## src/design/nds_pkg.sv

```systemverilog
// ----------------------------------------------------------------------------
// nds_pkg: shared types and constants of the delimiter span scanner
// Character codes, byte classes, status and sub-mode codes, config indexes.
// ----------------------------------------------------------------------------
package nds_pkg;

  // default sizes, handed down from the top level
  localparam int MAX_NEST_DEF     = 32;
  localparam int DEPTH_WIDTH_DEF  = 8;
  localparam int LINE_WIDTH_DEF   = 20;
  localparam int OFFSET_WIDTH_DEF = 24;
  localparam int QUEUE_DEPTH_DEF  = 2;

  // config write port
  localparam int CFG_IDX_W = 4;
  localparam logic [CFG_IDX_W-1:0] CFG_OPEN_KIND    = CFG_IDX_W'(0);
  localparam logic [CFG_IDX_W-1:0] CFG_START_OFFSET = CFG_IDX_W'(1);

  // opener kinds
  localparam logic [1:0] KIND_PAREN   = 2'd0;
  localparam logic [1:0] KIND_BRACKET = 2'd1;
  localparam logic [1:0] KIND_BRACE   = 2'd2;
  localparam logic [1:0] KIND_LITERAL = 2'd3;

  // characters of interest
  localparam logic [7:0] CHAR_LPAREN  = 8'h28;
  localparam logic [7:0] CHAR_RPAREN  = 8'h29;
  localparam logic [7:0] CHAR_LBRACK  = 8'h5B;
  localparam logic [7:0] CHAR_RBRACK  = 8'h5D;
  localparam logic [7:0] CHAR_LBRACE  = 8'h7B;
  localparam logic [7:0] CHAR_RBRACE  = 8'h7D;
  localparam logic [7:0] CHAR_QUOTE   = 8'h22;
  localparam logic [7:0] CHAR_BSLASH  = 8'h5C;
  localparam logic [7:0] CHAR_NEWLINE = 8'h0A;

  typedef enum logic [3:0] {
    CC_OTHER,
    CC_LPAREN,
    CC_RPAREN,
    CC_LBRACK,
    CC_RBRACK,
    CC_LBRACE,
    CC_RBRACE,
    CC_QUOTE,
    CC_BSLASH,
    CC_NEWLINE
  } char_class_e;

  typedef enum logic [2:0] {
    ST_RUNNING   = 3'd0,
    ST_MATCHED   = 3'd1,
    ST_UNMATCHED = 3'd2,
    ST_TOO_DEEP  = 3'd3,
    ST_DEPTH_OVF = 3'd4,
    ST_IGNORED   = 3'd5
  } status_e;

  typedef enum logic [2:0] {
    SUB_NONE  = 3'b001,
    SUB_LIT   = 3'b010,
    SUB_QUOTE = 3'b100
  } sub_mode_e;

  // classified word passed from front to back
  typedef struct packed {
    char_class_e cls;
    logic        first;
    logic        last;
  } word_t;

endpackage

```

## src/design/nds_intf.sv

```systemverilog
// ----------------------------------------------------------------------------
// nds_intf: channel interfaces of the delimiter span scanner
// Input byte channel, result channel and config write channel.
// ----------------------------------------------------------------------------
interface nds_in_if;
  logic       valid;
  logic       ready;
  logic [7:0] data_byte;
  logic       first_byte;
  logic       last_byte;

  modport source (output valid, data_byte, first_byte, last_byte, input ready);
  modport sink   (input valid, data_byte, first_byte, last_byte, output ready);
endinterface

interface nds_out_if #(
  parameter int LINE_W = nds_pkg::LINE_WIDTH_DEF,
  parameter int OFF_W  = nds_pkg::OFFSET_WIDTH_DEF
);
  logic              valid;
  logic              ready;
  logic [2:0]        status;
  logic [LINE_W-1:0] error_line;
  logic [OFF_W-1:0]  end_offset;

  modport source (output valid, status, error_line, end_offset, input ready);
  modport sink   (input valid, status, error_line, end_offset, output ready);
endinterface

interface nds_cfg_if #(
  parameter int IDX_W  = nds_pkg::CFG_IDX_W,
  parameter int DATA_W = nds_pkg::OFFSET_WIDTH_DEF
);
  logic              valid;
  logic              ready;
  logic [IDX_W-1:0]  index;
  logic [DATA_W-1:0] data;

  modport source (output valid, index, data, input ready);
  modport sink   (input valid, index, data, output ready);
endinterface

```

## src/design/nds_ram.sv

```systemverilog
// ----------------------------------------------------------------------------
// nds_ram: generic single-write, single-read RAM
// One write port, one read port with registered read data.
// ----------------------------------------------------------------------------
module nds_ram #(
  parameter int WIDTH = 8,
  parameter int DEPTH = 32,
  parameter int AW    = (DEPTH > 1) ? $clog2(DEPTH) : 1
) (
  input  logic             clk_i,
  input  logic             we_i,
  input  logic [AW-1:0]    waddr_i,
  input  logic [WIDTH-1:0] wdata_i,
  input  logic [AW-1:0]    raddr_i,
  output logic [WIDTH-1:0] rdata_o
);

  logic [WIDTH-1:0] mem [DEPTH];
  logic [WIDTH-1:0] rdata_q;

  always_ff @(posedge clk_i) begin
    if (we_i) begin
      mem[waddr_i] <= wdata_i;
    end
    rdata_q <= mem[raddr_i];  // read-old on collision
  end

  assign rdata_o = rdata_q;

endmodule

```

## src/design/nds_front.sv

```systemverilog
// ----------------------------------------------------------------------------
// nds_front: input stage of the delimiter span scanner
// Accepts input bytes and registers them as classified words.
// ----------------------------------------------------------------------------
module nds_front (
  input  logic          clk_i,
  input  logic          rst_ni,
  nds_in_if.sink        in_i,
  output nds_pkg::word_t word_o,
  output logic          word_valid_o,
  input  logic          word_ready_i
);
  import nds_pkg::*;

  function automatic char_class_e classify(logic [7:0] c);
    char_class_e cls;
    unique case (c)
      CHAR_LPAREN:  cls = CC_LPAREN;
      CHAR_RPAREN:  cls = CC_RPAREN;
      CHAR_LBRACK:  cls = CC_LBRACK;
      CHAR_RBRACK:  cls = CC_RBRACK;
      CHAR_LBRACE:  cls = CC_LBRACE;
      CHAR_RBRACE:  cls = CC_RBRACE;
      CHAR_QUOTE:   cls = CC_QUOTE;
      CHAR_BSLASH:  cls = CC_BSLASH;
      CHAR_NEWLINE: cls = CC_NEWLINE;
      default:      cls = CC_OTHER;
    endcase
    return cls;
  endfunction

  logic  vld_q, vld_d;
  word_t word_q;
  logic  accept;

  assign in_i.ready = !vld_q || word_ready_i;
  assign accept     = in_i.valid && in_i.ready;

  always_comb begin
    vld_d = vld_q;
    if (accept) begin
      vld_d = 1'b1;
    end else if (word_ready_i) begin
      vld_d = 1'b0;
    end
  end

  always_ff @(posedge clk_i or negedge rst_ni) begin
    if (!rst_ni) begin
      vld_q <= 1'b0;
    end else begin
      vld_q <= vld_d;
    end
  end

  always_ff @(posedge clk_i) begin
    if (accept) begin
      word_q.cls   <= classify(in_i.data_byte);
      word_q.first <= in_i.first_byte;
      word_q.last  <= in_i.last_byte;
    end
  end

  assign word_o       = word_q;
  assign word_valid_o = vld_q;

endmodule

```

## src/design/nds_fifo.sv

```systemverilog
// ----------------------------------------------------------------------------
// nds_fifo: short word queue between front and back
// Register-based FIFO; decouples stalls of the two sides.
// ----------------------------------------------------------------------------
module nds_fifo #(
  parameter int WIDTH = 8,
  parameter int DEPTH = nds_pkg::QUEUE_DEPTH_DEF
) (
  input  logic             clk_i,
  input  logic             rst_ni,
  input  logic             in_valid_i,
  output logic             in_ready_o,
  input  logic [WIDTH-1:0] in_data_i,
  output logic             out_valid_o,
  input  logic             out_ready_i,
  output logic [WIDTH-1:0] out_data_o
);

  localparam int PW = (DEPTH > 1) ? $clog2(DEPTH) : 1;
  localparam int CW = $clog2(DEPTH + 1);
  localparam logic [PW-1:0] LAST_PTR = PW'(DEPTH - 1);
  localparam logic [CW-1:0] FULL_CNT = CW'(DEPTH);

  logic [WIDTH-1:0] entries [DEPTH];
  logic [PW-1:0]    wptr_q, wptr_d, rptr_q, rptr_d;
  logic [CW-1:0]    cnt_q, cnt_d;
  logic             push, pop;

  assign in_ready_o  = (cnt_q != FULL_CNT);
  assign out_valid_o = (cnt_q != '0);
  assign out_data_o  = entries[rptr_q];
  assign push        = in_valid_i && in_ready_o;
  assign pop         = out_valid_o && out_ready_i;

  always_comb begin
    wptr_d = wptr_q;
    rptr_d = rptr_q;
    cnt_d  = cnt_q;
    if (push) begin
      wptr_d = (wptr_q == LAST_PTR) ? '0 : wptr_q + PW'(1);
    end
    if (pop) begin
      rptr_d = (rptr_q == LAST_PTR) ? '0 : rptr_q + PW'(1);
    end
    if (push && !pop) begin
      cnt_d = cnt_q + CW'(1);
    end else if (pop && !push) begin
      cnt_d = cnt_q - CW'(1);
    end
  end

  always_ff @(posedge clk_i or negedge rst_ni) begin
    if (!rst_ni) begin
      wptr_q <= '0;
      rptr_q <= '0;
      cnt_q  <= '0;
    end else begin
      wptr_q <= wptr_d;
      rptr_q <= rptr_d;
      cnt_q  <= cnt_d;
    end
  end

  always_ff @(posedge clk_i) begin
    if (push) begin
      entries[wptr_q] <= in_data_i;
    end
  end

endmodule

```

## src/design/nds_back.sv

```systemverilog
// ----------------------------------------------------------------------------
// nds_back: execution stage of the delimiter span scanner
// Updates the frame stack and sub-modes per word and registers the result.
// ----------------------------------------------------------------------------
module nds_back #(
  parameter int MAX_NEST     = nds_pkg::MAX_NEST_DEF,
  parameter int DEPTH_WIDTH  = nds_pkg::DEPTH_WIDTH_DEF,
  parameter int LINE_WIDTH   = nds_pkg::LINE_WIDTH_DEF,
  parameter int OFFSET_WIDTH = nds_pkg::OFFSET_WIDTH_DEF
) (
  input  logic                    clk_i,
  input  logic                    rst_ni,
  input  nds_pkg::word_t          word_i,
  input  logic                    word_valid_i,
  output logic                    word_ready_o,
  input  logic [1:0]              open_kind_i,
  input  logic [OFFSET_WIDTH-1:0] start_offset_i,
  nds_out_if.source               out_o
);
  import nds_pkg::*;

  localparam int CW = $clog2(MAX_NEST + 2);
  localparam int AW = (MAX_NEST > 1) ? $clog2(MAX_NEST) : 1;
  localparam logic [DEPTH_WIDTH-1:0]  DEPTH_MAX = '1;
  localparam logic [LINE_WIDTH-1:0]   LINE_MAX  = '1;
  localparam logic [OFFSET_WIDTH-1:0] OFF_MAX   = '1;
  localparam logic [CW-1:0]           NEST_LIM  = CW'(MAX_NEST);

  typedef struct packed {
    logic [1:0]             kind;
    logic [DEPTH_WIDTH-1:0] depth;
    logic [LINE_WIDTH-1:0]  line;
  } frame_t;

  function automatic char_class_e open_class(logic [1:0] kind);
    char_class_e cls;
    case (kind)
      KIND_BRACKET: cls = CC_LBRACK;
      KIND_BRACE:   cls = CC_LBRACE;
      default:      cls = CC_LPAREN;
    endcase
    return cls;
  endfunction

  function automatic char_class_e close_class(logic [1:0] kind);
    char_class_e cls;
    case (kind)
      KIND_BRACKET: cls = CC_RBRACK;
      KIND_BRACE:   cls = CC_RBRACE;
      default:      cls = CC_RPAREN;
    endcase
    return cls;
  endfunction

  // scan state
  logic [CW-1:0]           cnt_q, cnt_d;
  sub_mode_e               sub_q, sub_d;
  logic [DEPTH_WIDTH-1:0]  lit_q, lit_d;
  logic [LINE_WIDTH-1:0]   sline_q, sline_d;
  logic                    esc_q, esc_d;
  logic [LINE_WIDTH-1:0]   line_q, line_d;
  logic [OFFSET_WIDTH-1:0] pos_q, pos_d;
  logic                    done_q, done_d;
  frame_t                  top_q, top_d;
  frame_t                  byp_q;
  logic                    byp_vld_q, byp_vld_d;

  // result register
  logic                    ov_q, ov_d;
  status_e                 ost_q;
  logic [LINE_WIDTH-1:0]   oline_q;
  logic [OFFSET_WIDTH-1:0] oend_q;

  // working values
  logic [CW-1:0]           cnt_c, cnt_n, rtmp, wtmp;
  sub_mode_e               sub_c, sub_n;
  logic [DEPTH_WIDTH-1:0]  lit_c, lit_n;
  logic [LINE_WIDTH-1:0]   sline_c, sline_n, line_c, line_n, eline;
  logic                    esc_c, esc_n, done_c, done_n;
  logic [OFFSET_WIDTH-1:0] pos_c, pos_n, end_v;
  logic [OFFSET_WIDTH:0]   end_sum;
  frame_t                  top_c, top_n, below;
  status_e                 status;
  logic                    fire, ignored, push, do_push;
  logic [1:0]              push_kind;

  // frames below the top
  logic          we;
  logic [AW-1:0] waddr, raddr;
  logic [$bits(frame_t)-1:0] rdata;

  assign word_ready_o = !ov_q || out_o.ready;
  assign fire         = word_valid_i && word_ready_o;

  always_comb begin
    // state as seen by this word, after a scan start
    cnt_c   = cnt_q;
    sub_c   = sub_q;
    lit_c   = lit_q;
    sline_c = sline_q;
    esc_c   = esc_q;
    line_c  = line_q;
    pos_c   = pos_q;
    done_c  = done_q;
    top_c   = top_q;
    if (word_i.first) begin
      esc_c  = 1'b0;
      line_c = LINE_WIDTH'(1);
      pos_c  = '0;
      done_c = 1'b0;
      top_c  = '{kind: open_kind_i, depth: DEPTH_WIDTH'(1), line: LINE_WIDTH'(1)};
      if (open_kind_i == KIND_LITERAL) begin
        cnt_c   = '0;
        sub_c   = SUB_LIT;
        lit_c   = DEPTH_WIDTH'(1);
        sline_c = LINE_WIDTH'(1);
      end else begin
        cnt_c   = CW'(1);
        sub_c   = SUB_NONE;
        lit_c   = '0;
        sline_c = '0;
      end
    end

    below   = byp_vld_q ? byp_q : frame_t'(rdata);
    ignored = done_c || (cnt_c == '0 && sub_c == SUB_NONE);

    cnt_n   = cnt_c;
    sub_n   = sub_c;
    lit_n   = lit_c;
    sline_n = sline_c;
    esc_n   = esc_c;
    top_n   = top_c;
    status  = ST_RUNNING;
    eline   = '0;
    push      = 1'b0;
    push_kind = KIND_PAREN;
    do_push   = 1'b0;

    pos_n   = (pos_c != OFF_MAX) ? pos_c + OFFSET_WIDTH'(1) : pos_c;
    end_sum = {1'b0, start_offset_i} + {1'b0, pos_n};
    end_v   = end_sum[OFFSET_WIDTH] ? OFF_MAX : end_sum[OFFSET_WIDTH-1:0];
    line_n  = (word_i.cls == CC_NEWLINE && line_c != LINE_MAX) ?
              line_c + LINE_WIDTH'(1) : line_c;

    if (esc_c) begin
      esc_n = 1'b0;
    end else if (sub_c == SUB_QUOTE) begin
      if (word_i.cls == CC_QUOTE) begin
        sub_n = SUB_NONE;
      end else if (word_i.cls == CC_BSLASH) begin
        esc_n = 1'b1;
      end
    end else if (sub_c == SUB_LIT) begin
      if (word_i.cls == CC_BSLASH) begin
        esc_n = 1'b1;
      end else if (word_i.cls == CC_LBRACE) begin
        if (lit_c == DEPTH_MAX) begin
          status = ST_DEPTH_OVF;
          eline  = sline_c;
        end else begin
          lit_n = lit_c + DEPTH_WIDTH'(1);
        end
      end else if (word_i.cls == CC_RBRACE) begin
        lit_n = lit_c - DEPTH_WIDTH'(1);
        if (lit_c == DEPTH_WIDTH'(1)) begin
          sub_n = SUB_NONE;
          if (cnt_c == '0) begin
            status = ST_MATCHED;
          end
        end
      end
    end else begin
      // inside the top frame
      if (word_i.cls == CC_BSLASH) begin
        esc_n = 1'b1;
      end else if (word_i.cls == open_class(top_c.kind)) begin
        if (top_c.depth == DEPTH_MAX) begin
          status = ST_DEPTH_OVF;
          eline  = top_c.line;
        end else begin
          top_n.depth = top_c.depth + DEPTH_WIDTH'(1);
        end
      end else if (word_i.cls == close_class(top_c.kind)) begin
        top_n.depth = top_c.depth - DEPTH_WIDTH'(1);
        if (top_c.depth == DEPTH_WIDTH'(1)) begin
          cnt_n = cnt_c - CW'(1);
          top_n = below;
          if (cnt_c == CW'(1)) begin
            status = ST_MATCHED;
          end
        end
      end else if (word_i.cls == CC_LBRACE) begin
        sub_n   = SUB_LIT;
        lit_n   = DEPTH_WIDTH'(1);
        sline_n = line_n;
      end else if (word_i.cls == CC_LPAREN) begin
        push      = 1'b1;
        push_kind = KIND_PAREN;
      end else if (word_i.cls == CC_LBRACK) begin
        push      = 1'b1;
        push_kind = KIND_BRACKET;
      end else if (word_i.cls == CC_QUOTE) begin
        sub_n   = SUB_QUOTE;
        sline_n = line_n;
      end
    end

    if (push) begin
      if (cnt_c > NEST_LIM) begin
        status = ST_TOO_DEEP;
        eline  = line_n;
      end else begin
        do_push = 1'b1;
        cnt_n   = cnt_c + CW'(1);
        top_n   = '{kind: push_kind, depth: DEPTH_WIDTH'(1), line: line_n};
      end
    end

    // end of input without a match
    if (status == ST_RUNNING && word_i.last) begin
      status = ST_UNMATCHED;
      if (sub_n != SUB_NONE) begin
        eline = sline_n;
      end else if (cnt_n != '0) begin
        eline = top_n.line;
      end else begin
        eline = line_n;
      end
    end
    done_n = (status != ST_RUNNING);

    // commit
    cnt_d   = cnt_q;
    sub_d   = sub_q;
    lit_d   = lit_q;
    sline_d = sline_q;
    esc_d   = esc_q;
    line_d  = line_q;
    pos_d   = pos_q;
    done_d  = done_q;
    top_d   = top_q;
    we      = 1'b0;
    if (fire && !ignored) begin
      cnt_d   = cnt_n;
      sub_d   = sub_n;
      lit_d   = lit_n;
      sline_d = sline_n;
      esc_d   = esc_n;
      line_d  = line_n;
      pos_d   = pos_n;
      done_d  = done_n;
      top_d   = top_n;
      we      = do_push;
    end

    // old top goes to the slot under the new one; the read port always
    // tracks the frame directly under the top
    wtmp      = cnt_c - CW'(1);
    waddr     = wtmp[AW-1:0];
    rtmp      = cnt_d - CW'(2);
    raddr     = rtmp[AW-1:0];
    byp_vld_d = we && (waddr == raddr);

    ov_d = ov_q;
    if (fire) begin
      ov_d = 1'b1;
    end else if (out_o.ready) begin
      ov_d = 1'b0;
    end
  end

  nds_ram #(
    .WIDTH ($bits(frame_t)),
    .DEPTH (MAX_NEST),
    .AW    (AW)
  ) u_frames (
    .clk_i   (clk_i),
    .we_i    (we),
    .waddr_i (waddr),
    .wdata_i (top_c),
    .raddr_i (raddr),
    .rdata_o (rdata)
  );

  always_ff @(posedge clk_i or negedge rst_ni) begin
    if (!rst_ni) begin
      cnt_q     <= '0;
      sub_q     <= SUB_NONE;
      lit_q     <= '0;
      sline_q   <= '0;
      esc_q     <= 1'b0;
      line_q    <= LINE_WIDTH'(1);
      pos_q     <= '0;
      done_q    <= 1'b0;
      byp_vld_q <= 1'b0;
      ov_q      <= 1'b0;
    end else begin
      cnt_q     <= cnt_d;
      sub_q     <= sub_d;
      lit_q     <= lit_d;
      sline_q   <= sline_d;
      esc_q     <= esc_d;
      line_q    <= line_d;
      pos_q     <= pos_d;
      done_q    <= done_d;
      byp_vld_q <= byp_vld_d;
      ov_q      <= ov_d;
    end
  end

  always_ff @(posedge clk_i) begin
    top_q <= top_d;
    if (we) begin
      byp_q <= top_c;
    end
    if (fire) begin
      if (ignored) begin
        ost_q   <= ST_IGNORED;
        oline_q <= '0;
        oend_q  <= '0;
      end else begin
        ost_q   <= status;
        oline_q <= eline;
        oend_q  <= end_v;
      end
    end
  end

  assign out_o.valid      = ov_q;
  assign out_o.status     = ost_q;
  assign out_o.error_line = oline_q;
  assign out_o.end_offset = oend_q;

endmodule

```

## src/design/nested_delimiter_span_scanner_core.sv

```systemverilog
// ----------------------------------------------------------------------------
// nested_delimiter_span_scanner_core: balanced delimiter span scanner
// Finds the closer matching an already consumed opener, one byte per word.
// ----------------------------------------------------------------------------
// Throughput: one byte word per cycle while the result channel is not
//   stalled, with no bubbles on stack push or pop (the frame under the top
//   is always prefetched from the RAM). A byte passes the front register,
//   the queue and then the result register before its result word is valid.
// Reset: asynchronous, active low; clears the handshake, queue and scan
//   state. The frame RAM is not cleared; frames are written before use.
// ----------------------------------------------------------------------------
module nested_delimiter_span_scanner_core #(
  parameter int MAX_NEST     = nds_pkg::MAX_NEST_DEF,
  parameter int DEPTH_WIDTH  = nds_pkg::DEPTH_WIDTH_DEF,
  parameter int LINE_WIDTH   = nds_pkg::LINE_WIDTH_DEF,
  parameter int OFFSET_WIDTH = nds_pkg::OFFSET_WIDTH_DEF
) (
  input  logic      clk_i,
  input  logic      rst_ni,
  nds_in_if.sink    in_i,
  nds_out_if.source out_o,
  nds_cfg_if.sink   cfg_i
);
  import nds_pkg::*;

  localparam int WORD_W = $bits(word_t);

  // config registers; the user must write them only while idle, the block does not enforce it
  logic [1:0]              open_kind_q;
  logic [OFFSET_WIDTH-1:0] start_offset_q;

  // front -> queue
  word_t             f_word;
  logic              f_valid, f_ready;
  // queue -> back
  logic [WORD_W-1:0] q_data;
  logic              q_valid, q_ready;
  word_t             b_word;

  // the config port never stalls
  assign cfg_i.ready = 1'b1;

  always_ff @(posedge clk_i or negedge rst_ni) begin
    if (!rst_ni) begin
      open_kind_q    <= KIND_PAREN;
      start_offset_q <= '0;
    end else if (cfg_i.valid) begin
      unique case (cfg_i.index)
        CFG_OPEN_KIND:    open_kind_q    <= cfg_i.data[1:0];
        CFG_START_OFFSET: start_offset_q <= cfg_i.data[OFFSET_WIDTH-1:0];
        default: ;  // writes past the register list are dropped
      endcase
    end
  end

  // front: accept and classify bytes
  nds_front u_front (
    .clk_i        (clk_i),
    .rst_ni       (rst_ni),
    .in_i         (in_i),
    .word_o       (f_word),
    .word_valid_o (f_valid),
    .word_ready_i (f_ready)
  );

  // short queue so front and back stall independently
  nds_fifo #(
    .WIDTH (WORD_W),
    .DEPTH (QUEUE_DEPTH_DEF)
  ) u_queue (
    .clk_i       (clk_i),
    .rst_ni      (rst_ni),
    .in_valid_i  (f_valid),
    .in_ready_o  (f_ready),
    .in_data_i   (f_word),
    .out_valid_o (q_valid),
    .out_ready_i (q_ready),
    .out_data_o  (q_data)
  );

  assign b_word = word_t'(q_data);

  // back: frame stack, sub-modes, counters, result register
  nds_back #(
    .MAX_NEST     (MAX_NEST),
    .DEPTH_WIDTH  (DEPTH_WIDTH),
    .LINE_WIDTH   (LINE_WIDTH),
    .OFFSET_WIDTH (OFFSET_WIDTH)
  ) u_back (
    .clk_i          (clk_i),
    .rst_ni         (rst_ni),
    .word_i         (b_word),
    .word_valid_i   (q_valid),
    .word_ready_o   (q_ready),
    .open_kind_i    (open_kind_q),
    .start_offset_i (start_offset_q),
    .out_o          (out_o)
  );

endmodule

```

## src/flat_wrapper.sv

```systemverilog
// flat-port wrapper written by rule: the top's interface ports become plain ports
module nested_delimiter_span_scanner_core_flat import nds_pkg::*;
#(
  parameter int MAX_NEST     = nds_pkg::MAX_NEST_DEF,
  parameter int DEPTH_WIDTH  = nds_pkg::DEPTH_WIDTH_DEF,
  parameter int LINE_WIDTH   = nds_pkg::LINE_WIDTH_DEF,
  parameter int OFFSET_WIDTH = nds_pkg::OFFSET_WIDTH_DEF
)
  (clk_i, rst_ni, in_i_valid, in_i_data_byte, in_i_first_byte, in_i_last_byte, in_i_ready, out_o_valid, out_o_status, out_o_error_line, out_o_end_offset, out_o_ready, cfg_i_valid, cfg_i_index, cfg_i_data, cfg_i_ready);
  nds_in_if in_i_i ();
  nds_out_if out_o_i ();
  nds_cfg_if cfg_i_i ();
  input  logic clk_i;
  input  logic rst_ni;
  input wire logic [$bits(in_i_i.valid)-1:0] in_i_valid;
  input wire logic [$bits(in_i_i.data_byte)-1:0] in_i_data_byte;
  input wire logic [$bits(in_i_i.first_byte)-1:0] in_i_first_byte;
  input wire logic [$bits(in_i_i.last_byte)-1:0] in_i_last_byte;
  output wire logic [$bits(in_i_i.ready)-1:0] in_i_ready;
  output wire logic [$bits(out_o_i.valid)-1:0] out_o_valid;
  output wire logic [$bits(out_o_i.status)-1:0] out_o_status;
  output wire logic [$bits(out_o_i.error_line)-1:0] out_o_error_line;
  output wire logic [$bits(out_o_i.end_offset)-1:0] out_o_end_offset;
  input wire logic [$bits(out_o_i.ready)-1:0] out_o_ready;
  input wire logic [$bits(cfg_i_i.valid)-1:0] cfg_i_valid;
  input wire logic [$bits(cfg_i_i.index)-1:0] cfg_i_index;
  input wire logic [$bits(cfg_i_i.data)-1:0] cfg_i_data;
  output wire logic [$bits(cfg_i_i.ready)-1:0] cfg_i_ready;
  assign in_i_i.valid = in_i_valid;
  assign in_i_i.data_byte = in_i_data_byte;
  assign in_i_i.first_byte = in_i_first_byte;
  assign in_i_i.last_byte = in_i_last_byte;
  assign in_i_ready = in_i_i.ready;
  assign out_o_valid = out_o_i.valid;
  assign out_o_status = out_o_i.status;
  assign out_o_error_line = out_o_i.error_line;
  assign out_o_end_offset = out_o_i.end_offset;
  assign out_o_i.ready = out_o_ready;
  assign cfg_i_i.valid = cfg_i_valid;
  assign cfg_i_i.index = cfg_i_index;
  assign cfg_i_i.data = cfg_i_data;
  assign cfg_i_ready = cfg_i_i.ready;
  nested_delimiter_span_scanner_core #(.MAX_NEST(MAX_NEST), .DEPTH_WIDTH(DEPTH_WIDTH), .LINE_WIDTH(LINE_WIDTH), .OFFSET_WIDTH(OFFSET_WIDTH)) u_core (.clk_i(clk_i), .rst_ni(rst_ni), .in_i(in_i_i), .out_o(out_o_i), .cfg_i(cfg_i_i));
endmodule
```

## config.mk

```make
export PLATFORM = sky130hd
export DESIGN_NAME = nested_delimiter_span_scanner_core_flat
export DESIGN_NICKNAME = d
export VERILOG_FILES = /design/src/design/nds_pkg.sv /design/src/design/nds_intf.sv /design/src/design/nds_ram.sv /design/src/design/nds_front.sv /design/src/design/nds_fifo.sv /design/src/design/nds_back.sv /design/src/design/nested_delimiter_span_scanner_core.sv /design/src/flat_wrapper.sv
export SDC_FILE = /design/constraint.sdc
export NUM_CORES = 2
export LEC_CHECK = 0
export BUFFER_PORTS_ARGS = -buffer_cell sky130_fd_sc_hd__buf_2
export CORE_ASPECT_RATIO = 0.5
export CORE_UTILIZATION = 55
export DETAILED_ROUTE_END_ITERATION = 8
export GPL_ROUTABILITY_DRIVEN = 0
export GPL_TIMING_DRIVEN = 0
export PLACE_DENSITY = 0.73
export SYNTH_ARGS = -nofsm -noshare
export SYNTH_HDL_FRONTEND = slang
export SYNTH_SLANG_ARGS = --single-unit
```

## constraint.sdc

```tcl
create_clock -name clk_i -period 8.25 [get_ports clk_i]
set_input_delay 0.4125 -clock clk_i [delete_from_list [all_inputs] [get_ports clk_i]]
set_output_delay 0.4125 -clock clk_i [all_outputs]
set_load 0.01 [all_outputs]
```

==> results.json <==
{
  "status": "complete, no violations",
  "dp_slack_ps": -3800,
  "clock_latency_ps": 720,
  "drive_above_1_share_pct": 13.8,
  "placed_area_mm2": 0.0569,
  "seq_area_frac_synth_pct": 66.3,
  "numCtsBuffers": 108,
  "grt_usage_pct": 25.8,
  "synth_top_cells_by_area": "edfxtp_1 60%, mux2i_1 17%, dfrtp_1 5.2%, nand2_1 1.8%, mux2_2 1.3%",
  "fmax_ghz": 0.124,
  "grt_pass1_vias": 31400,
  "grt-ovfl-total": 0,
  "fin_cells": 5327,
  "async_flop_share_pct": 9.42,
  "boundaryPins": 93,
  "gr-usage-met2_pct": 39.3,
  "dp_cells": 5083,
  "syn_area_per_cell_um2": 14.9,
  "setup_ws_ps": 175,
  "root_buffer": "clkbuf_16",
  "r2r-start": "u_core.u_queue.rptr_q",
  "cap_violations": 0,
  "start_kind": "flip-flop",
  "num_vias": 32400,
  "hp-start": "in_i_data_byte[2]",
  "syn_area_mm2": 0.0545,
  "slew_headroom_pct": 6.89,
  "first_pass_iters": 5,
  "core_mm2": 0.0979,
  "grt_max_degree": 83,
  "cts_tree": "done",
  "grt_pass1_wl_mm": 193,
  "startpoint": "u_core.u_queue.rptr_q",
  "synth_top_cell_by_area": "edfxtp_1",
  "clk_pin_slew_ps": 70,
  "syn_to_final_growth_pct": 12.3,
  "rows": 81,
  "drtIter0Drc": 3609,
  "arrival_ps": 8670,
  "tns_ps": 0,
  "ys.flop_type": "edfxtp_1",
  "routedWlPerCell_um": 24.7,
  "synth_edf_count": 1085,
  "crit_path_max_fanout": 19,
  "cts_buffer_depth": 3,
  "routed_wl_mm": 132,
  "initial_core_util_pct": 55.6,
  "syn-num-nets": 3738,
  "hold_path.class": "in -> reg",
  "min_period_ps": 8080,
  "final_area_mm2": 0.0611,
  "slew_viol_final": 0,
  "worst_pin_slew_ps": 1400,
  "synth_commonest_cells": "1085 x edfxtp_1, 941 x mux2i_1, 256 x nand2_1",
  "drc": 0,
  "vias_per_cell": 6.08,
  "fin_crit_sh_pct": 97.9,
  "setup-violations-final": 0,
  "busiest_layer": "met2",
  "dp_hpwl_mm": 86.1,
  "crit_required_ps": 8840,
  "antenna_found_initial": 7,
  "synth_cell_types": 80,
  "hold_viol_final": 0,
  "critPathTopFamily": "buffers and inverters",
  "path_class": "reg -> reg",
  "clock-sinks": 1231,
  "crit_path_end_kind": "flip-flop",
  "die_y_um": 224,
  "postRouteAntennaNets": 0,
  "nNetsFinal": 3988,
  "fin_skew_ps": 17.3,
  "yosys_warnings": 0,
  "synth.most_common_cell": "edfxtp_1",
  "die_area_mm2": 0.100,
  "io_buffers": 90,
  "slowest_delay_ps": 440,
  "htreeDepth": 3,
  "cpMaxStageDelayCell": "dfrtp_1",
  "met1_usage_pct": 37.8,
  "syn_inst": 3651,
  "path_buf_inv": 14,
  "use_met3_pct": 5.09,
  "synth_top_cell_area_share_pct": 59.8,
  "synth_seq_cells": 1231,
  "die_w_um": 447
}
routing by layer:
layer  up-vias  wire length [um]
li1      14500                 -
met1     16100             57300
met2      1586             58100
met3       268             12000
met4         0              4180
met5         -                 0
timing repair:
action	in CTS	in global routing
hold endpoints to repair	64	0
setup endpoints to repair	1135	406
resized for setup	59	37
pin swaps	1	2
hold buffers	29	0
gates cloned	2	1
setup buffers	2	5
cell type report:
class,count,area (um^2)
clock inverter,62,551
antenna,3,7.51
inverter,51,195
timing repair inverter,1,5.00
buffer,180,1030
fill,7179,36800
clock buffer,143,2950
timing repair buffer,141,1080
multi-input combinational,2187,17600
sequential,1231,36100
tap,1328,1660
cells in the final DEF (no fill, tap or decap), types with 22 or more instances in the layout:
master            n
clkbuf_16       109
nand3_1          47
ha_1             42
dfrtp_1         114
and2_1           26
clkbuf_1         83
dlygate4sd3_1    29
inv_1            49
edfxtp_1       1085
nor2_1          121
nand2_1         253
a21oi_1          92
mux2_2           62
nor3_1           33
xor2_1           43
mux2i_2          32
and3_1           22
buf_4            30
and2_2           34
nand4_1          22
dfxtp_1          30
xnor2_1          42
buf_2           152
mux2i_1         901
clkinv_2         23
o21ai_0          91
stage by stage:
stage | hold slack (ps) | util (%)
floorplan | 117 | -
global placement | 423 | 57.8
detailed placement | 337 | 58.1
CTS | 11.6 | 62.2
global route | 32.9 | 62.4
finish | 54.6 | 62.4
registers in the layout, summed over array words and instances, names as in the netlist, 2 cells and up:
signal and flops:
u_core.u_back.u_frames.rdata_o 30, u_core.u_back.lit_q 8, u_core.u_back.sub_q 3, u_core.u_back.cnt_q 6
u_core.u_front.word_o 6, u_core.u_queue.cnt_q 2, u_core.u_back.sline_q 20, u_core.u_back.out_o.error_line 20
u_core.u_back.line_q 20, u_core.u_back.top_q 30, u_core.u_back.out_o.end_offset 24, u_core.u_back.out_o.status 3
u_core.open_kind_q 2, u_core.start_offset_q 24, u_core.u_back.pos_q 24, u_core.u_queue.entries 12
u_core.u_back.byp_q 30, u_core.u_back.u_frames.mem 960
cells by family after synthesis:
group / share of synthesized area (%)
adder cells (fa/ha/maj): 1.02
other: 0.00689
XOR/XNOR: 1.38
multiplexers: 18.6
buffers and inverters: 2.12
flip-flops: 66.3
AND/OR/NAND/NOR: 5.71
AO/OA/AOI/OAI: 4.90
final timing paths:
check	endpoint	slack, ps	depth (start not counted)
setup / recovery	u_core.u_back.u_frames.rdata_o[26]	170	29
hold / removal	u_core.u_front.word_o[2]	50	2
setup reg to reg	u_core.u_back.u_frames.rdata_o[26]	170	29
hold reg to reg	u_core.u_queue.entries[0][2]	440	0
max in group asynchronous	u_core.u_back.sub_q[0]	7310	3
min in group asynchronous	u_core.start_offset_q[14]	160	2
Power is left out: the tool's default activity adds up to more than one toggle a clock period on the data nets, which glitch-free logic cannot reach.
